<file path="config.mk">
export PLATFORM = sky130hd
export DESIGN_NAME = bootloader_reply_frame_receiver
export DESIGN_NICKNAME = d
export VERILOG_FILES = /design/src/rtl/brfr_pkg.sv /design/src/rtl/bootloader_reply_frame_receiver.sv /design/src/rtl/brfr_core.sv
export SDC_FILE = /design/constraint.sdc
export NUM_CORES = 1
export LEC_CHECK = 0
export BUFFER_PORTS_ARGS = -buffer_cell sky130_fd_sc_hd__clkbuf_2
export CAP_MARGIN = 40
export CORE_MARGIN = 1
export CORE_UTILIZATION = 50
export DETAILED_ROUTE_END_ITERATION = 8
export PLACE_DENSITY = 0.72
export SETUP_SLACK_MARGIN = 0.2
export SLEW_MARGIN = 20
export SYNTH_ARGS = -nofsm -noshare
export SYNTH_HDL_FRONTEND = slang
export SYNTH_HIERARCHICAL = 1
export SYNTH_SLANG_ARGS = --single-unit
</file>
<file path="constraint.sdc">
create_clock -name clk -period 7.7 [get_ports clk]
set_input_delay 1.155 -clock clk [delete_from_list [all_inputs] [get_ports clk]]
set_output_delay 1.155 -clock clk [all_outputs]
set_load 0.02 [all_outputs]
</file>
<file path="src/rtl/brfr_pkg.sv">
// ----------------------------------------------------------------------------
// brfr_pkg
// Shared types, constants and the byte-wise CRC-16-CCITT fold for the
// bootloader reply frame receiver.
// ----------------------------------------------------------------------------
package brfr_pkg;

  localparam logic [7:0]  ACK_BYTE    = 8'h00;
  localparam logic [7:0]  HEADER_BYTE = 8'h80;
  localparam logic [15:0] CRC_INIT    = 16'hFFFF;

  localparam logic [1:0] ERR_NONE   = 2'd0;
  localparam logic [1:0] ERR_ACK    = 2'd1;
  localparam logic [1:0] ERR_HEADER = 2'd2;
  localparam logic [1:0] ERR_CRC    = 2'd3;

  typedef struct packed {
    logic [1:0] error_code;
    logic       frame_error;
    logic       frame_done;
    logic       payload_valid;
    logic [7:0] payload_byte;
  } result_t;

  // poly 0x1021, MSB first, one byte per call
  function automatic logic [15:0] crc_fold(input logic [15:0] crc, input logic [7:0] b);
    logic [7:0] x;
    x = crc[15:8] ^ b;
    x = x ^ {4'h0, x[7:4]};
    return {crc[7:0], 8'h00} ^ {x[3:0], 12'h000} ^ {3'b000, x, 5'b00000} ^ {8'h00, x};
  endfunction

endpackage

</file>
<file path="src/rtl/bootloader_reply_frame_receiver.sv">
// ----------------------------------------------------------------------------
// bootloader_reply_frame_receiver
// Stream receiver for bootloader reply frames with CRC-16-CCITT check.
// ----------------------------------------------------------------------------
// Each input transaction carries one received byte, or a start flag in tuser
// that rearms the receiver. The frame is ack 0x00, header 0x80, a 16-bit
// little-endian length, the payload, then a little-endian CRC-16-CCITT
// (init 0xFFFF). Every input transaction yields exactly one output
// transaction: payload bytes are flagged in tuser, and done/error status
// with the error code (1 bad ack, 2 bad header, 3 CRC mismatch) is reported
// on every transaction once reached. Throughput is one byte per clock while the
// output is not stalled; each byte passes through the input register and the
// result register around the combinational state and CRC update.
module bootloader_reply_frame_receiver import brfr_pkg::*; (
  input  logic        clk,
  input  logic        rst,
  input  logic        s_axis_tvalid,
  output logic        s_axis_tready,
  input  logic [7:0]  s_axis_tdata,   // [7:0] rx_byte
  input  logic        s_axis_tuser,   // [0] start_req
  output logic        m_axis_tvalid,
  input  logic        m_axis_tready,
  output logic [15:0] m_axis_tdata,   // [7:0] payload_byte, [8] frame_done,
                                      // [9] frame_error, [11:10] error_code
  output logic        m_axis_tuser    // [0] payload_valid
);

  logic       in_valid;
  logic [7:0] in_byte;
  logic       in_start;
  logic       advance;
  result_t    result;
  result_t    out_result;

  assign advance       = in_valid && (!m_axis_tvalid || m_axis_tready);
  assign s_axis_tready = !in_valid || advance;

  always_ff @(posedge clk) begin
    if (rst) begin
      in_valid <= 1'b0;
    end else if (s_axis_tready) begin
      in_valid <= s_axis_tvalid;
    end
  end

  always_ff @(posedge clk) begin
    if (s_axis_tready && s_axis_tvalid) begin
      in_byte  <= s_axis_tdata;
      in_start <= s_axis_tuser;
    end
  end

  brfr_core u_core (
    .clk       (clk),
    .rst       (rst),
    .step      (advance),
    .rx_byte   (in_byte),
    .start_req (in_start),
    .result    (result)
  );

  always_ff @(posedge clk) begin
    if (rst) begin
      m_axis_tvalid <= 1'b0;
    end else if (!m_axis_tvalid || m_axis_tready) begin
      m_axis_tvalid <= in_valid;
    end
  end

  always_ff @(posedge clk) begin
    if (advance) begin
      out_result <= result;
    end
  end

  assign m_axis_tdata = {4'h0, out_result.error_code, out_result.frame_error,
                         out_result.frame_done, out_result.payload_byte};
  assign m_axis_tuser = out_result.payload_valid;

endmodule

</file>
<file path="src/rtl/brfr_core.sv">
// ----------------------------------------------------------------------------
// brfr_core
// Frame state, length/CRC bookkeeping and result formation for one byte.
// ----------------------------------------------------------------------------
module brfr_core import brfr_pkg::*; (
  input  logic       clk,
  input  logic       rst,
  input  logic       step,
  input  logic [7:0] rx_byte,
  input  logic       start_req,
  output result_t    result
);

  localparam logic [2:0] PH_IDLE    = 3'd0;
  localparam logic [2:0] PH_ACK     = 3'd1;
  localparam logic [2:0] PH_HEADER  = 3'd2;
  localparam logic [2:0] PH_LEN     = 3'd3;
  localparam logic [2:0] PH_PAYLOAD = 3'd4;
  localparam logic [2:0] PH_CRC     = 3'd5;
  localparam logic [2:0] PH_DONE    = 3'd6;
  localparam logic [2:0] PH_ERROR   = 3'd7;

  logic [2:0]  phase, phase_next;
  logic [15:0] frame_length, frame_length_next;
  logic [15:0] bytes_seen, bytes_seen_next;
  logic [15:0] running_crc, running_crc_next;
  logic [7:0]  received_crc_low, received_crc_low_next;
  logic [1:0]  fail_reason, fail_reason_next;
  logic [15:0] seen_inc;
  logic [15:0] len_full;

  assign seen_inc = bytes_seen + 16'd1;
  assign len_full = frame_length | {rx_byte, 8'h00};

  always_comb begin
    phase_next            = phase;
    frame_length_next     = frame_length;
    bytes_seen_next       = bytes_seen;
    running_crc_next      = running_crc;
    received_crc_low_next = received_crc_low;
    fail_reason_next      = fail_reason;
    result                = '0;
    if (start_req) begin
      phase_next            = PH_ACK;
      frame_length_next     = '0;
      bytes_seen_next       = '0;
      running_crc_next      = CRC_INIT;
      received_crc_low_next = '0;
      fail_reason_next      = ERR_NONE;
    end else begin
      unique case (phase)
        PH_ACK: begin
          if (rx_byte == ACK_BYTE) begin
            phase_next = PH_HEADER;
          end else begin
            phase_next       = PH_ERROR;
            fail_reason_next = ERR_ACK;
          end
        end
        PH_HEADER: begin
          if (rx_byte == HEADER_BYTE) begin
            phase_next      = PH_LEN;
            bytes_seen_next = '0;
          end else begin
            phase_next       = PH_ERROR;
            fail_reason_next = ERR_HEADER;
          end
        end
        PH_LEN: begin
          if (bytes_seen == 16'd0) begin
            frame_length_next = {8'h00, rx_byte};
            bytes_seen_next   = 16'd1;
          end else begin
            frame_length_next = len_full;
            bytes_seen_next   = '0;
            phase_next        = (len_full == 16'd0) ? PH_CRC : PH_PAYLOAD;
          end
        end
        PH_PAYLOAD: begin
          result.payload_valid = 1'b1;
          result.payload_byte  = rx_byte;
          running_crc_next     = crc_fold(running_crc, rx_byte);
          if (seen_inc == frame_length) begin
            bytes_seen_next = '0;
            phase_next      = PH_CRC;
          end else begin
            bytes_seen_next = seen_inc;
          end
        end
        PH_CRC: begin
          if (bytes_seen == 16'd0) begin
            received_crc_low_next = rx_byte;
            bytes_seen_next       = 16'd1;
          end else begin
            bytes_seen_next = '0;
            if ({rx_byte, received_crc_low} == running_crc) begin
              phase_next       = PH_DONE;
              fail_reason_next = ERR_NONE;
            end else begin
              phase_next       = PH_ERROR;
              fail_reason_next = ERR_CRC;
            end
          end
        end
        default: begin
        end
      endcase
    end
    result.frame_done  = (phase_next == PH_DONE);
    result.frame_error = (phase_next == PH_ERROR);
    result.error_code  = fail_reason_next;
  end

  always_ff @(posedge clk) begin
    if (rst) begin
      phase            <= PH_IDLE;
      frame_length     <= '0;
      bytes_seen       <= '0;
      running_crc      <= CRC_INIT;
      received_crc_low <= '0;
      fail_reason      <= ERR_NONE;
    end else if (step) begin
      phase            <= phase_next;
      frame_length     <= frame_length_next;
      bytes_seen       <= bytes_seen_next;
      running_crc      <= running_crc_next;
      received_crc_low <= received_crc_low_next;
      fail_reason      <= fail_reason_next;
    end
  end

endmodule
</file>
# Word-level counts from Yosys, hierarchy flattened
# Cells that the tools add are included.
[op_classes] n_addsub=1 eq_ne=11 n_mux=29 n_bitwise=7 reduce_logical=20
[op_table] cell="2-to-1 mux 16 bit" count=8
[op_table] cell="case mux 16 bit (3 select lines)" count=1
[op_table] cell="== test 16 bit" count=2
[op_table] cell="zero test 16 bit" count=2
[op_table] cell="2-to-1 mux 8 bit" count=3
[op_table] cell="2-to-1 mux 3 bit" count=6
[op_table] cell="adder 16 x 1 -> 16 bit, second input constant" count=1
[op_table] cell="bitwise OR 16 bit" count=1
[op_table] cell="bitwise XOR 16 x 13 -> 16 bit" count=1
[op_table] cell="bitwise XOR 16 bit" count=1
[op_table] cell="bitwise XOR 16 x 8 -> 16 bit" count=1
[op_table] cell="case mux 3 bit (5 select lines)" count=1
[op_table] cell="== test 3 bit, second input constant" count=4
[op_table] cell="2-to-1 mux 2 bit" count=5
[op_table] cell="2-to-1 mux 9 bit" count=1
[op_table] cell="== test 8 bit, second input constant" count=1
[op_table] cell="zero test 8 bit" count=1
[op_table] cell="nonzero test 2 bit" count=4
[op_table] cell="bitwise XOR 8 x 4 -> 8 bit" count=1
[op_table] cell="bitwise XOR 8 bit" count=1
[op_table] cell="== test 3 x 2 -> 1 bit, second input constant" count=2
[op_table] cell="case mux 2 bit (3 select lines)" count=1
[op_table] cell="AND reduction 3 bit" count=2
[op_table] cell="AND reduction 2 bit" count=2
[op_table] cell="other kinds (9)" count=15
[word_totals] register_bits=85 output_inout_bits=19 elab_cells=83

# Depth between registers and ports, before layout
# Gate-level depths: netlist of the first run.
[depth] depth_word=7 mapped_depth=11 depth_no_buf=10

# Hierarchy
# The synthesis of the first run kept the hierarchy.
[modules_own_cells] module="brfr_core" instances=1 cells_each=459 area_each_um2=3673.5 seq_area_each_um2=1221.2
[modules_own_cells] module="bootloader_reply_frame_receiver" instances=1 cells_each=37 area_each_um2=798.3 seq_area_each_um2=700.7

# Worst setup path before layout of the first run
# OpenSTA, ideal clock, no wires.
[synth_timing] kind="input port to flip-flop" from="in m_axis_tready" to="reg u_core.bytes_seen[8]" setup_ns=0.072 arrival_ns=2.741 t_required_ns=7.628 setup_slack_ns=4.887 path_stages=8 cell_sequence="nand2b_1 > and2_2 > clkbuf_1 > nand2_1 > a211oi_2 > buf_2 > nand2_1 > mux2i_1"
[synth_between] elab_chain_cells=3
[synth_lines] element="from (decl)" line_no="bootloader_reply_frame_receiver.sv:22" source="input logic m_axis_tready,"
[synth_lines] element="logical OR 1 bit" line_no="bootloader_reply_frame_receiver.sv:35" source="assign advance = in_valid && (!m_axis_tvalid || m_axis_tready);"
[synth_lines] element="logical AND 1 bit" line_no="bootloader_reply_frame_receiver.sv:35"
[synth_lines] element="via advance" line_no="bootloader_reply_frame_receiver.sv:31" source="logic advance;"
[synth_lines] element="AND reduction 3 bit (no line)"
[synth_lines] element="to (signal assigned)" line_no="brfr_core.sv:125" source="bytes_seen <= bytes_seen_next;"
[synth_lines] element="to (decl)" line_no="brfr_core.sv:25" source="logic [15:0] bytes_seen, bytes_seen_next;"
# The timed path passes the listed nets, and every way through them passes these cells.
# A chain may end at the register's enable or synchronous reset.

# Worst setup path in the final report of the first run
[layout_timing] from="reg u_core.bytes_seen[0]" to="reg u_core.bytes_seen[15]"
[layout_between] elab_chain_cells=5
[layout_lines] element="adder 16 x 1 -> 16 bit *" line_no="brfr_core.sv:32" source="assign seen_inc = bytes_seen + 16'd1;"
[layout_lines] element="== test 16 bit" line_no="brfr_core.sv:83" source="if (seen_inc == frame_length) begin"
[layout_lines] element="2-to-1 mux 16 bit *" line_no="brfr_core.sv:83"
[layout_lines] element="case mux 16 bit (3 select lines) *" line_no="brfr_core.sv:51" source="unique case (phase)"
[layout_lines] element="2-to-1 mux 16 bit *" line_no="brfr_core.sv:43" source="if (start_req) begin"
# Mark *: on every way between the ends. The rest lies on a longest branch, timed or not.

==> results.sh, run 1 <==
export IMPL_coreArea_mm2=0.008678
export IMPL_dr_wl_met3_um=413
export IMPL_yosys_warnings=6
export IMPL_finClkSkew_ns=0.01096
export IMPL_cts_resized=0
export IMPL_rsz0062_at_grt="false"
export IMPL_end_kind="flop"
export IMPL_start_util_pct=51.53
export IMPL_num_rows=34
export IMPL_r2r_worst_path_cells=10
export IMPL_num_io_pins=32
export IMPL_ys_ff_latch=85
export IMPL_hold_buffers=0
export IMPL_area_delta_synth_final_pct=8.030
export IMPL_yosys_top_cells_area="dfxtp_1, edfxtp_1, xnor2_1"
export IMPL_outcome="complete, no violations"
export IMPL_chipHeight_um=96.57
export IMPL_cpPeakStageDelay_ns=0.47
export IMPL_drc_errors=0
export IMPL_vias_per_cell=5.910
export IMPL_pre_cts_ws_ns=4.385
export IMPL_worst_pin_slew_ns=0.8350
export IMPL_worstSetupPathType="reg -> reg"
export IMPL_place_congestion=0.8734
export IMPL_ant_nets=0
export IMPL_swShare_pct=25.89
export IMPL_avgSynthCellArea_um2=9.016
export IMPL_wl_met1_mm=4.574
export IMPL_fmax_mhz=316.3
export IMPL_yosysTopAreaCellShare_pct=28.20
export IMPL_cts_path_max_buffers=2
export IMPL_ys_types=61
export IMPL_cellPowerDensity_mw_per_mm2=186.1
export IMPL_p_int_uw=666.2
export IMPL_synth_area_mm2=0.004472
export IMPL_synthCells=496
export IMPL_power_uw=898.9
export IMPL_cts_root_buf="clkbuf_8"
export IMPL_setup_viol=0
export IMPL_yosysSeqAreaShare_pct=42.98
export IMPL_synth_most_common_cell="dfxtp_1"
export IMPL_hold_path_depth=2
export IMPL_synth_largest_area_cell="dfxtp_1"
export IMPL_drt_pre_antenna_iters=5
export IMPL_ys_flop_type="dfxtp_1"
export IMPL_clk_pin_slew_ns=0.09
export IMPL_tns_ns=0
export IMPL_async_reset_ff_share_pct=0
export IMPL_die_area_mm2=0.009326
export IMPL_die_w_um=96.57
export IMPL_fillers=807
export IMPL_cp_slowest_cell="dfxtp_1"
export IMPL_grt_max_degree=42
export IMPL_drive_gt1_share_pct=12.70
export IMPL_track_usage_pct=23.28
export IMPL_grt_overflow_total=0
export IMPL_power_share_clock_pct=37.3
export IMPL_wire_per_inst_um=16.34
export IMPL_hp_class="reg -> reg"
export IMPL_whs_ns=0.4887
export IMPL_antenna_cells=0
export IMPL_power_leakage_nw=1.815
export IMPL_finalCritPeriodShare_pct=41.06
export IMPL_slew_headroom_pct=44.34
export IMPL_path_max_fanout=23
export IMPL_drv_cap=0
export IMPL_netSwitchingPower_uw=232.7
export IMPL_synth_common_cells="dfxtp_1, nor2_1, xnor2_1"
export IMPL_fin_nets=522
export IMPL_numCtsBuffers=9
export IMPL_peakVddDrop_v=0.0001029
export IMPL_drt_initial_drc_count=279
export IMPL_crit_chain="ha_1 -> nand3_1 -> nor4_4 -> and3b_1 -> nor4b_2 -> nor4_2 -> a211oi_2 -> buf_4 -> and3_1 -> a221o_1"
export IMPL_share_seq_of_total_power_pct=53.8
export IMPL_finalHoldViolCount=0
export IMPL_route_met2_wl_mm=4.867
export IMPL_hpwlAfterDp_mm=7.025
export IMPL_power_frac_comb_pct=8.9
export IMPL_period_minus_slack_ns=3.161
export IMPL_via_count=3664
export IMPL_port_buffers=27
export IMPL_cts_setup_buffers=0
export IMPL_cp_required_ns=7.96
export IMPL_htree_levels=3
export IMPL_synth_edf_count=22
export IMPL_routed_wirelength_mm=10.13
export IMPL_grt_pass1_wl_mm=16.28
export IMPL_maxSlewViolCount=0
export IMPL_start_kind="flop"
export IMPL_top_layer_used="met4"
export IMPL_cp_arrival_ns=3.42
export IMPL_antenna_found_initial=0
export IMPL_clk_latency_ns=0.36
export IMPL_cts_sinks=85
export IMPL_worst_slack_ns=4.539
export IMPL_cts_tree="yes"
export IMPL_grt_pass1_vias=3317
## power groups by stage
| stage | Combinational [mW] | Sequential, mW | Clock [mW] |
|---|---|---|---|
| after floorplan | 0.0606 | 0.490 | 0 |
| after global placement | 0.0768 | 0.493 | 0 |
| after detailed placement | 0.0791 | 0.493 | 0 |
| after CTS | 0.0795 | 0.483 | 0.343 |
| after global routing | 0.0880 | 0.485 | 0.360 |
| final | 0.0802 | 0.483 | 0.335 |
## cell type report
class                           instances  area, µm²  share of cell area [%]
Clock buffer                           10      137.6                   2.849
Timing Repair Buffer                   31      165.2                   3.419
Sequential cell                        85       1922                   39.78
Tap cell                              108      135.1                   2.797
Inverter                                8      30.03                  0.6216
Clock inverter                          6      76.32                   1.580
Multi-Input combinational cell        372       2365                   48.95
## cells in the final DEF (no fill, tap or decap), types with 8 or more instances in the layout
cell type	instances
edfxtp_1	22
a21oi_1	39
clkbuf_8	10
and2_1	8
or2_2	8
nand2b_1	18
inv_1	8
nor3_1	10
dfxtp_1	63
nand2_1	27
nand4_1	9
nand3_1	11
nor2_1	58
o22ai_1	8
o21ai_0	11
xor2_1	11
xnor2_1	40
nor4_1	11
a22o_1	9
clkbuf_2	27
## state kept, by name, indices dropped and copies added (netlist names)
name,count
in_valid,1
u_core/received_crc_low,8
m_axis_tuser,1
m_axis_tdata,12
in_byte,8
u_core/bytes_seen,16
m_axis_tvalid,1
u_core/fail_reason,2
in_start,1
u_core/phase,3
u_core/frame_length,16
u_core/running_crc,16
## critical path, delay by kind of cell (launching register included)
family / cells / cell delay [ns]
AO/OA/AOI/OAI: 2 / 0.37
adder cells (fa/ha/maj): 1 / 0.30
buffers and inverters: 1 / 0.25
flip-flops: 1 / 0.47
AND/OR/NAND/NOR: 6 / 1.68
## layer usage
layer	vias up	track usage, %
met5	-	0
met4	0	11.15
met3	27	3.599
met2	95	38.50
met1	1765	29.67
li1	1777	-
## logic make-up (layout without fill, tap and decap cells)
logic type / after synthesis / count (layout) / synth area share (%)
simple gates: 205 / 205 / 25.91
xor+xnor: 51 / 51 / 9.989
buf+inv: 42 / 55 / 4.393
fa+ha+maj: 2 / 2 / 0.5595
other cells: 1 / 4 / 0.08386
mux: 2 / 2 / 0.4477
compound gates: 108 / 108 / 15.64
flops: 85 / 85 / 42.98
## final timing paths
check	from	to	slack, ns
hold / removal	u_core/fail_reason[0]$_SDFFE_PP0P_	u_core/fail_reason[0]$_SDFFE_PP0P_	0.49
setup reg to reg	u_core/bytes_seen[0]$_SDFFE_PP0P_	u_core/bytes_seen[15]$_SDFFE_PP0P_	4.54
hold reg to reg	u_core/fail_reason[0]$_SDFFE_PP0P_	u_core/fail_reason[0]$_SDFFE_PP0P_	0.49
setup / recovery	u_core/bytes_seen[0]$_SDFFE_PP0P_	u_core/bytes_seen[15]$_SDFFE_PP0P_	4.54
## per-stage QoR
step                cell area [µm²]  util, %  cells
floorplan                      4483        -    499
global placement               4609    53.11    603
detailed placement             4617    53.20    604
CTS                            4831    55.67    620
global route                   4831    55.67    620
finish                         4831    55.67    620
No activity file was read; power rests on OpenSTA's default activity.
==> inputs of run 2 (changes only) <==
- ABC_AREA: default -> 1
- clock period: 7.7 -> 3.07 ns (I/O delays scaled with it)
==> run 2 against run 1 <==
Global-route usage rose by 3.1 points. Via count rose by 21%. Design area rose by 7.3%. Combinational power grew to 3.6 times the previous value. Register-to-register slack worse by 3.9 ns. Highest routed layer unchanged.
==> results.sh, run 2 <==
export IMPL_outcome="complete, no violations"
export IMPL_drt_initial_drc_count=322
export IMPL_htree_levels=3
export IMPL_async_reset_ff_share_pct=0
export IMPL_period_minus_slack_ns=2.390
export IMPL_cts_sinks=85
export IMPL_chipHeight_um=98.95
export IMPL_use_met1_pct=34.44
export IMPL_start_util_pct=51.35
export IMPL_worstSetupPathType="reg -> reg"
export IMPL_crit_chain="ha_1 -> nand3_1 -> nor2_2 -> nand3_1 -> nand2_1 -> nand3_1 -> nand2_1 -> nand2_1 -> nor2_2 -> nand3_4 -> nand2_1 -> nand2_1 -> nand2_1 -> a21oi_1"
export IMPL_hpwlAfterDp_mm=9.138
export IMPL_routed_wirelength_mm=12.47
export IMPL_grtUsageMet2_pct=43.63
export IMPL_synthCells=655
export IMPL_synth_most_common_cell="nand2_1"
export IMPL_cts_path_max_buffers=2
export IMPL_cellPowerDensity_mw_per_mm2=492.0
export IMPL_hold_buffers=0
export IMPL_clk_pin_slew_ns=0.08
export IMPL_cts_tree="yes"
export IMPL_worst_pin_slew_ns=0.7235
export IMPL_fin_util_pct=56.61
export IMPL_end_kind="flop"
export IMPL_finClkSkew_ns=0.005668
export IMPL_fin_nets=696
export IMPL_finalHoldViolCount=0
export IMPL_final_cell_mix="nand2_1, inv_1, dfxtp_1, nor2_1, nand3_1"
export IMPL_layout_commonest_cell="nand2_1"
export IMPL_grt_max_degree=33
export IMPL_grt_pass1_vias=4158
export IMPL_tns_ns=0
export IMPL_pre_cts_ws_ns=0.6729
export IMPL_power_leakage_nw=2.135
export IMPL_power_mw=2.549
export IMPL_area_delta_synth_final_pct=10.25
export IMPL_fmax_mhz=418.4
export IMPL_ys_types=40
export IMPL_use_met3_pct=4.539
export IMPL_cp_arrival_ns=2.63
export IMPL_reg_top3="u_core/bytes_seen (16), u_core/frame_length (16), u_core/running_crc (16)"
export IMPL_cts_resized=0
export IMPL_cts_root_buf="clkbuf_8"
export IMPL_ant_nets=0
export IMPL_drive_gt1_share_pct=11.66
export IMPL_yosysSeqAreaShare_pct=40.89
export IMPL_grt_pass1_wl_mm=20.20
export IMPL_cp_required_ns=3.30
export IMPL_grt_overflow_total=0
export IMPL_antenna_cells=0
export IMPL_worst_slack_ns=0.6797
export IMPL_start_kind="flop"
export IMPL_fillers=843
export IMPL_place_congestion=0.9491
export IMPL_die_w_um=98.95
export IMPL_numCtsBuffers=9
export IMPL_clk_latency_ns=0.36
export IMPL_drt_pre_antenna_iters=5
export IMPL_top_usage_layer="met2"
export IMPL_ys_flop_type="dfxtp_1"
export IMPL_slew_headroom_pct=51.65
export IMPL_yosys_warnings=6
export IMPL_yosysTopAreaCellShare_pct=26.84
export IMPL_drv_cap=0
export IMPL_track_usage_pct=26.40
export IMPL_avgSynthCellArea_um2=7.175
export IMPL_cp_slowest_cell="dfxtp_1"
export IMPL_cts_setup_buffers=0
export IMPL_via_count=4448
export IMPL_drc_errors=0
export IMPL_setup_viol=0
export IMPL_coreArea_mm2=0.009153
export IMPL_port_buffers=27
export IMPL_die_area_mm2=0.009791
export IMPL_peakVddDrop_v=0.0002802
export IMPL_rsz0062_at_grt="false"
export IMPL_antenna_found_initial=0
export IMPL_synth_common_cells="nand2_1, inv_1, dfxtp_1"
export IMPL_yosys_top_cells_area="dfxtp_1, edfxtp_1, nand2_1"
export IMPL_path_max_fanout=16
export IMPL_hp_class="in -> reg"
export IMPL_maxSlewViolCount=0
export IMPL_synth_area_mm2=0.004700
export IMPL_cpPeakStageDelay_ns=0.45
export IMPL_synth_edf_count=22
export IMPL_wire_per_inst_um=15.64
export IMPL_ys_ff_latch=85
export IMPL_num_io_pins=32
export IMPL_synth_largest_area_cell="dfxtp_1"
export IMPL_worst_path_most_repeated_cell="nand2_1"
export IMPL_num_rows=35
export IMPL_vias_per_cell=5.581
export IMPL_finalCritPeriodShare_pct=77.86
[run 2: changes by cell type in the layout (fill, tap and decap cells not counted), moves of 9 or more]
cell / previous run / this run
nand2_1: 27 / 148
inv_1: 8 / 87
nand3_1: 11 / 53
xnor2_1: 40 / 15
nand4_1: 9 / 33
o21ai_0: 11 / 34
nand2b_1: 18 / 0
a22o_1: 9 / 0
nor2_2: 0 / 9
nor4_1: 11 / 2
[run 2: path summary, 6_finish.rpt]
path	from	endpoint	slack, ns	cells past startpoint
max	u_core/bytes_seen[0]$_SDFFE_PP0P_	u_core/bytes_seen[0]$_SDFFE_PP0P_	0.68	14
min	s_axis_tdata[0]	in_byte[0]$_DFFE_PP_	0.27	1
max reg2reg	u_core/bytes_seen[0]$_SDFFE_PP0P_	u_core/bytes_seen[0]$_SDFFE_PP0P_	0.68	14
min reg2reg	u_core/received_crc_low[1]$_SDFFE_PP0P_	u_core/received_crc_low[1]$_SDFFE_PP0P_	0.50	2
[run 2: power breakdown]
| group | switching, mW | internal, mW | leakage, nW |
|---|---|---|---|
| sequential | 0.0382 | 1.19 | 0.728 |
| combinational | 0.195 | 0.0933 | 1.28 |
| clock | 0.412 | 0.620 | 0.131 |
[run 2: worst max-delay path: cells and delay by family (launching register included)]
kind                     cells  cell delay (ns)
AO/OA/AOI/OAI                1             0.05
adder cells (fa/ha/maj)      1             0.27
flip-flops                   1             0.45
AND/OR/NAND/NOR             12             1.50
[run 2: metal layers]
layer / part of all wire [%] / routed length, µm / vias up
li1: - / - / 2198
met5: 0 / 0 / -
met1: 43 / 5418 / 2025
met2: 48 / 5922 / 194
met3: 7.2 / 902 / 31
met4: 1.8 / 223 / 0
[run 2: kinds of logic (layout without fill, tap and decap cells)]
group	Yosys count	count (layout)	share of synthesized area (%)
flip-flops	85	85	40.89
XOR/XNOR	26	26	4.846
AO/OA/AOI/OAI	101	101	11.61
AND/OR/NAND/NOR	328	328	32.32
other	1	4	0.07980
buffers and inverters	112	140	9.718
adder cells (fa/ha/maj)	2	2	0.5324
[run 2: layout make-up]
| cell class | instances | area, µm² | share of cell area (%) |
|---|---|---|---|
| Timing Repair Buffer | 33 | 180.2 | 3.477 |
| Clock buffer | 9 | 123.9 | 2.391 |
| Multi-Input combinational cell | 461 | 2336 | 45.09 |
| Clock inverter | 7 | 137.6 | 2.656 |
| Inverter | 91 | 342.8 | 6.617 |
| Sequential cell | 85 | 1922 | 37.09 |
| Tap cell | 111 | 138.9 | 2.681 |
[run 2: metrics by stage]
step                      cells  instance area [µm²]  hold WS [ns]
after floorplan             658                 4711        0.4499
after global placement      781                 4920        0.4703
after detailed placement    781                 4920        0.4791
after CTS                   797                 5181        0.2625
after global routing        797                 5181        0.2587
final                       797                 5181        0.2736
